### src/rtl/core/assert_macros.svh
// assertion helpers for the series core
`ifndef ASSERT_MACROS_SVH
`define ASSERT_MACROS_SVH

// clocked check on clk_i, off while reset is asserted
`define SIS_ASSERT(lbl, prop, msg) \
  lbl: assert property (@(posedge clk_i) disable iff (!rst_ni) prop) else $error(msg);

// implication on the next clock edge
`define SIS_ASSERT_NEXT(lbl, pre, post, msg) \
  lbl: assert property (@(posedge clk_i) disable iff (!rst_ni) (pre) |=> (post)) \
    else $error(msg);

`endif

### src/rtl/core/sis_pkg.sv
// ----------------------------------------------------------------------------
// sis_pkg
// shared widths, defaults and controller/datapath command types
// ----------------------------------------------------------------------------
package sis_pkg;

  localparam int FRAC_BITS   = 32;
  localparam int TERM_LIMIT_DEF = 64;

  localparam int XW   = 32;               // argument width
  localparam int EW   = 32;               // error bound width
  localparam int TW   = 7;                // term count width
  localparam int SW   = 38;               // sum width
  localparam int EXW  = FRAC_BITS + 1;    // term, at most one
  localparam int NW   = EXW + TW;         // term times (2i-1)
  localparam int DW   = EW + 2;           // divisor / remainder width

  localparam logic [TW-1:0] MAX_TERMS_RST = 7'd16;
  localparam logic [EW-1:0] ABS_ERROR_RST = 32'd4295;

  localparam logic CFG_MAX_TERMS = 1'b0;
  localparam logic CFG_ABS_ERROR = 1'b1;

  typedef struct packed {
    logic load;
    logic mul1;
    logic mul2;
    logic div_start;
    logic div_sel;
    logic take;
    logic acc;
    logic out_load;
  } sis_cmd_t;

  typedef struct packed {
    logic div_done;
    logic cont;
  } sis_stat_t;

endpackage

### src/rtl/core/sis_ctrl.sv
// ----------------------------------------------------------------------------
// sis_ctrl
// sequencer: per-term multiply, divide, round and accumulate steps
// ----------------------------------------------------------------------------
module sis_ctrl import sis_pkg::*; (
  input  logic      clk_i,
  input  logic      rst_ni,
  input  logic      in_valid_i,
  output logic      in_stall_o,
  output logic      out_valid_o,
  input  logic      out_stall_i,
  input  sis_stat_t stat_i,
  output sis_cmd_t  cmd_o
);

  localparam logic [3:0] ST_IDLE = 4'd0;
  localparam logic [3:0] ST_MUL1 = 4'd1;
  localparam logic [3:0] ST_MUL2 = 4'd2;
  localparam logic [3:0] ST_D1S  = 4'd3;
  localparam logic [3:0] ST_D1W  = 4'd4;
  localparam logic [3:0] ST_D2S  = 4'd5;
  localparam logic [3:0] ST_D2W  = 4'd6;
  localparam logic [3:0] ST_CHK  = 4'd7;
  localparam logic [3:0] ST_DONE = 4'd8;

  logic [3:0] state_q, state_d;
  logic       oval_q, oval_d;

  always_comb begin
    state_d = state_q;
    oval_d  = oval_q && out_stall_i;
    cmd_o   = '0;
    unique case (state_q)
      ST_IDLE: begin
        if (in_valid_i) begin
          cmd_o.load = 1'b1;
          state_d    = ST_MUL1;
        end
      end
      ST_MUL1: begin
        cmd_o.mul1 = 1'b1;
        state_d    = ST_MUL2;
      end
      ST_MUL2: begin
        cmd_o.mul2 = 1'b1;
        state_d    = ST_D1S;
      end
      ST_D1S: begin
        cmd_o.div_start = 1'b1;
        state_d         = ST_D1W;
      end
      ST_D1W: begin
        if (stat_i.div_done) begin
          cmd_o.take = 1'b1;
          state_d    = ST_D2S;
        end
      end
      ST_D2S: begin
        cmd_o.div_start = 1'b1;
        cmd_o.div_sel   = 1'b1;
        state_d         = ST_D2W;
      end
      ST_D2W: begin
        if (stat_i.div_done) begin
          cmd_o.acc = 1'b1;
          state_d   = ST_CHK;
        end
      end
      ST_CHK: begin
        state_d = stat_i.cont ? ST_MUL1 : ST_DONE;
      end
      ST_DONE: begin
        // wait until the output register is free
        if (!oval_q || !out_stall_i) begin
          cmd_o.out_load = 1'b1;
          oval_d         = 1'b1;
          state_d        = ST_IDLE;
        end
      end
      default: state_d = ST_IDLE;
    endcase
  end

  always_ff @(posedge clk_i or negedge rst_ni) begin
    if (!rst_ni) begin
      state_q <= ST_IDLE;
      oval_q  <= 1'b0;
    end else begin
      state_q <= state_d;
      oval_q  <= oval_d;
    end
  end

  assign in_stall_o  = state_q != ST_IDLE;
  assign out_valid_o = oval_q;

endmodule

### config.mk
export PLATFORM = sky130hd
export DESIGN_NAME = sis_ctrl
export DESIGN_NICKNAME = d
export VERILOG_FILES = /design/src/rtl/core/assert_macros.svh /design/src/rtl/core/sis_pkg.sv /design/src/rtl/core/sis_ctrl.sv
export SDC_FILE = /design/constraint.sdc
export NUM_CORES = 1
export LEC_CHECK = 0
export ABC_AREA = 1
export BUFFER_PORTS_ARGS = -buffer_cell sky130_fd_sc_hd__buf_2
export CORE_AREA = 2 2 39 41
export DETAILED_ROUTE_END_ITERATION = 16
export DIE_AREA = 0 0 41 43
export PLACE_DENSITY = 0.57
export SETUP_SLACK_MARGIN = 0.4
export SLEW_MARGIN = 20
export SYNTH_ARGS = -nofsm -noshare
export SYNTH_HDL_FRONTEND = slang
export SYNTH_SLANG_ARGS = --single-unit
### constraint.sdc
create_clock -name clk_i -period 1.9 [get_ports clk_i]
set_input_delay 0.38 -clock clk_i [delete_from_list [all_inputs] [get_ports clk_i]]
set_output_delay 0.38 -clock clk_i [all_outputs]
set_load 0.01 [all_outputs]
Word-level counts from Yosys, hierarchy flattened
Cells that the tools add are included.
W data, S select, Z words.
{"block": "totals", "input_bits": 6, "wordCells": 41, "ff_bits": 5, "output_inout_bits": 10}
{"block": "classes", "n_eq_ne": 12, "mux": 19, "n_reduce_logical": 8}
{"operator": "$pmux W4 S9", "count": 1}
{"operator": "$mux W4", "count": 5}
{"operator": "$eq A4 B3 Y1 const B", "count": 4}
{"operator": "$mux W1", "count": 13}
{"operator": "$eq A4 B2 Y1 const B", "count": 2}
{"operator": "$ne A2 B2 Y1 const B", "count": 4}
{"operator": "$eq A4 B1 Y1 const B", "count": 1}
{"operator": "$eq A4 B4 Y1 const B", "count": 1}
{"operator": "$logic_not A4 Y1", "count": 1}
{"operator": "$reduce_and A4 Y1", "count": 1}
{"operator": "$reduce_bool A4 Y1", "count": 1}
{"operator": "$logic_not A1 Y1", "count": 2}
{"operator": "$reduce_or A2 Y1", "count": 1}
{"operator": "$logic_and A1 B1 Y1", "count": 1}
{"operator": "$logic_or A1 B1 Y1", "count": 1}

Logic depth before layout (Yosys ltp)
{"block": "logic_depth", "depth_word": 4, "depth_mapped": 7}

Worst setup path after synthesis
OpenSTA, ideal clock, no wires.
{"block": "synth_path", "path_kind": "flip-flop to output port", "from": "register state_q[0]", "to": "output cmd_o[7] (netlist name)", "path_stages_with_launch": 5, "setup_slack_ns": 0.557, "n_path_buf": 1, "t_arrival_ns": 0.963, "path_cell_list": "dfrtp_1 buf_6 nor2_2 nand2_1 nor2_1"}
{"element": "start, declared", "line": "sis_ctrl.sv:26", "text": "logic [3:0] state_q, state_d;"}
{"element": "start signal, assigned", "line": "sis_ctrl.sv:89", "text": "state_q <= state_d;"}
{"element": "end, declared", "line": "sis_ctrl.sv:13", "text": "output sis_cmd_t cmd_o"}

==> metrics.md <==
| Metric | Value |
|---|---|
| Vias | `391` |
| Antenna Cells | `0` |
| Arr. time, crit path | `~1.2 ns` |
| Cells after synthesis | `47` |
| Crit end category | `primary output` |
| Worst-margin pin slew | `0.225 ns` |
| Netlist Area Pre-Place | `322 µm²` |
| GPL Wtd Cong | `0.802` |
| DRT Pass-1 Iters | `2` |
| Initial Util | `23.2%` |
| Die area | `1760 µm²` |
| Total GRT Usage | `12.9%` |
| Final net count | `81` |
| Worst reg2reg setup slack | `~0.80 ns` |
| P&R area growth vs syn | `78.2%` |
| Starting DRT DRC Count | `2` |
| Critical Path RT | `1.52 ns` |
| Gate power share | `60.2%` |
| Most frequent cells in the layout | `14 x buf_2, 7 x nand2_1, 7 x buf_4, 6 x nor2_1, 5 x inv_1` |
| Clock Power Share | `a little over an eighth` |
| ANT nets after route | `0` |
| Largest net degree at the start of global routing | `8` |
| Fillers | `144` |
| Reg clk slew, reported paths | `approximately 0.040 ns` |
| CTS buffer count | `3` |
| Fin. max-slew vios | `0` |
| Wire per inst | `10.9 µm` |
| CTS sink cnt | `5` |
| Vias per cell | `approximately 4.3` |
| Leak | `0.000316 µW` |
| Syn_area_per_cell | `6.84 µm²` |
| PnR Total Power | `932 µW` |
| H-tree Lvls | `1` |
| Grt total ovfl | `0` |
| Max-cap violation count | `0` |
| Final period util | `85.2%` |
| Yosys reg bits | `5` |
| Reg2Reg Capture Point | `state_q[0]$_DFFE_PN0P_` |
| Most common cell after layout, fill and taps aside | `buf_2` |
| First-pass GRT wire length | `1500 µm` |
| PortBufs | `15` |
| Row cnt | `14` |
| Vias in the first global route | `354` |
| Drt total wl | `between 900 and 1000 µm` |
| Startpoint types | `flop` |
| Worst-case reg-to-reg path depth | `5` |
| Crit Path Class | `flop to primary output` |
| Clk buf depth | `2` |
| Internal power | `500 µW` |
| Synth warnings | `0` |
| Detail Placement HPWL | `roughly 560 µm` |
| CTS Root Cell | `clkbuf_4` |
| Max-slew headroom | `around 85%` |
| IO Count | `16` |
| Syn Nets | `between 50 and 60` |
| Achievable Freq | `618 MHz` |
| Netlist cell types | `14` |
| CP Max Fanout | `4` |
| Core area | `approximately 1400 µm²` |
| # setup viols final | `0` |
| Fraction of layout cells with a size suffix above 1 | `roughly 61%` |
| Min-delay worst type | `input port to flop` |
| Net Switching | `about 430 µW` |
| Hold Fails Final Rpt | `0` |
| Die Wd | `41 µm` |
| Min cycle time layout | `~1.6 ns` |
| Final TNS setup | `0 ns` |
| Initial antenna violation count | `0` |
| Die height | `43 µm` |
| Status | `completed` |
| Reg2Reg Launch Point | `state_q[0]$_DFFE_PN0P_` |
| VDD IR max | `0.577 mV` |
| Seq pwr share | `26.2%` |
| CTS tree | `built` |
| Net Sw Frac | `46.3%` |
| Worst Setup EP | `cmd_o[2]` |
| DRC | `0` |
| RSZ-0062 raised after global routing | `true` |
| PwrDens | `1630 nW/µm²` |
| Crit. Startpoint | `state_q[3]$_DFFE_PN0P_` |
| Clk_skew | `0.00415 ns` |
| Clk Latency, worst-skew pair | `0.25 ns` |
| Post-synthesis sequential area ratio | `38.9%` |
[kinds of logic (layout without fill, tap and decap cells)]
group                  count (synthesis)  after routing  synth area share [%]
AND/OR/NAND/NOR                       30             30                  43.2
flip-flops                             5              5                  38.9
buffers and inverters                 10             37                  14.0
AO/OA/AOI/OAI                          2              2                  3.89
[through the flow]
step | utilization [%] | setup WS [ns] | hold WS, ns | cells | area [µm²]
after floorplan | - | 0.557 | 0.0844 | 47 | 322
after global placement | 29.3 | 0.492 | 0.205 | 77 | 405
after detailed placement | 29.3 | 0.491 | 0.199 | 77 | 405
after CTS | 35.3 | 0.326 | 0.331 | 86 | 488
after global routing | 41.4 | 0.195 | 0.339 | 90 | 573
final | 41.4 | 0.281 | 0.333 | 90 | 573
[layer usage]
| metal | track usage, % | wire, µm |
|---|---|---|
| met2 | 18.1 | 498 |
| met4 | 2.00 | 0 |
| met5 | 0 | 0 |
| met1 | 17.1 | 431 |
| met3 | 7.85 | 48 |
[registers in the layout, summed over array words and instances (netlist names)]
signal / count
out_valid_o: 1
state_q: 4
[power groups by stage]
stage,Combinational [µW],Sequential (µW),Clock (µW)
final,561,244,127
after global routing,616,251,140
after CTS,413,218,131
after detailed placement,321,208,0
after global placement,323,211,0
after floorplan,268,179,0
[synthesized netlist by cell type]
cell type  instances  area (µm²)
nor2_1             7        26.3
dfrtp_1            5         125
nand2_1           11        41.3
nor2_4             1        11.3
nor2_2             1        6.26
nor3_1             2        10.0
inv_2              2        7.51
o31ai_1            1        7.51
inv_1              7        26.3
o21ai_0            1        5.00
nor4_1             2        12.5
nand2_2            1        6.26
buf_6              1        11.3
nand3_1            5        25.0
[timing repair]
| action | 4_1_cts | 5_1_grt |
|---|---|---|
| pin swaps | 4 | 3 |
| hold buffers | 1 | 0 |
| endpoints found under the setup margin | 8 | 9 |
| gates resized for setup | 7 | 13 |
| endpoints found under the hold margin | 5 | 0 |
| buffers inserted | 4 | 4 |
[cell type report]
type	count	area [µm²]	share of cell area [%]
multi-input cells	32	208	36.2
well taps	16	20.0	3.49
clock buffers	4	26.3	4.59
flip-flops and latches	5	130	22.7
repair buffers	24	155	27.1
inverters	9	33.8	5.90
[worst min-delay path by stage]
stage / endpoint / slack (ns) / depth (start not counted) / startpoint
3_5_place_dp: state_q[2]$_DFFE_PN0P_ / 0.20 / 1 / rst_ni
4_1_cts: state_q[3]$_DFFE_PN0P_ / 0.33 / 2 / stat_i[0]
5_1_grt: state_q[3]$_DFFE_PN0P_ / 0.34 / 2 / stat_i[0]
6_report: state_q[3]$_DFFE_PN0P_ / 0.33 / 2 / stat_i[0]
2_1_floorplan: out_valid_o$_DFF_PN0_ / 0.08 / 0 / rst_ni
3_3_place_gp: state_q[1]$_DFFE_PN0P_ / 0.20 / 1 / rst_ni
[worst max-delay path: stages (launching register included)]
cell and delay (ns):
dfrtp_2 0.44, inv_2 0.10, nand2_4 0.08, nor4_4 0.21, buf_2 0.17
Power figures use the tool's default switching activity.
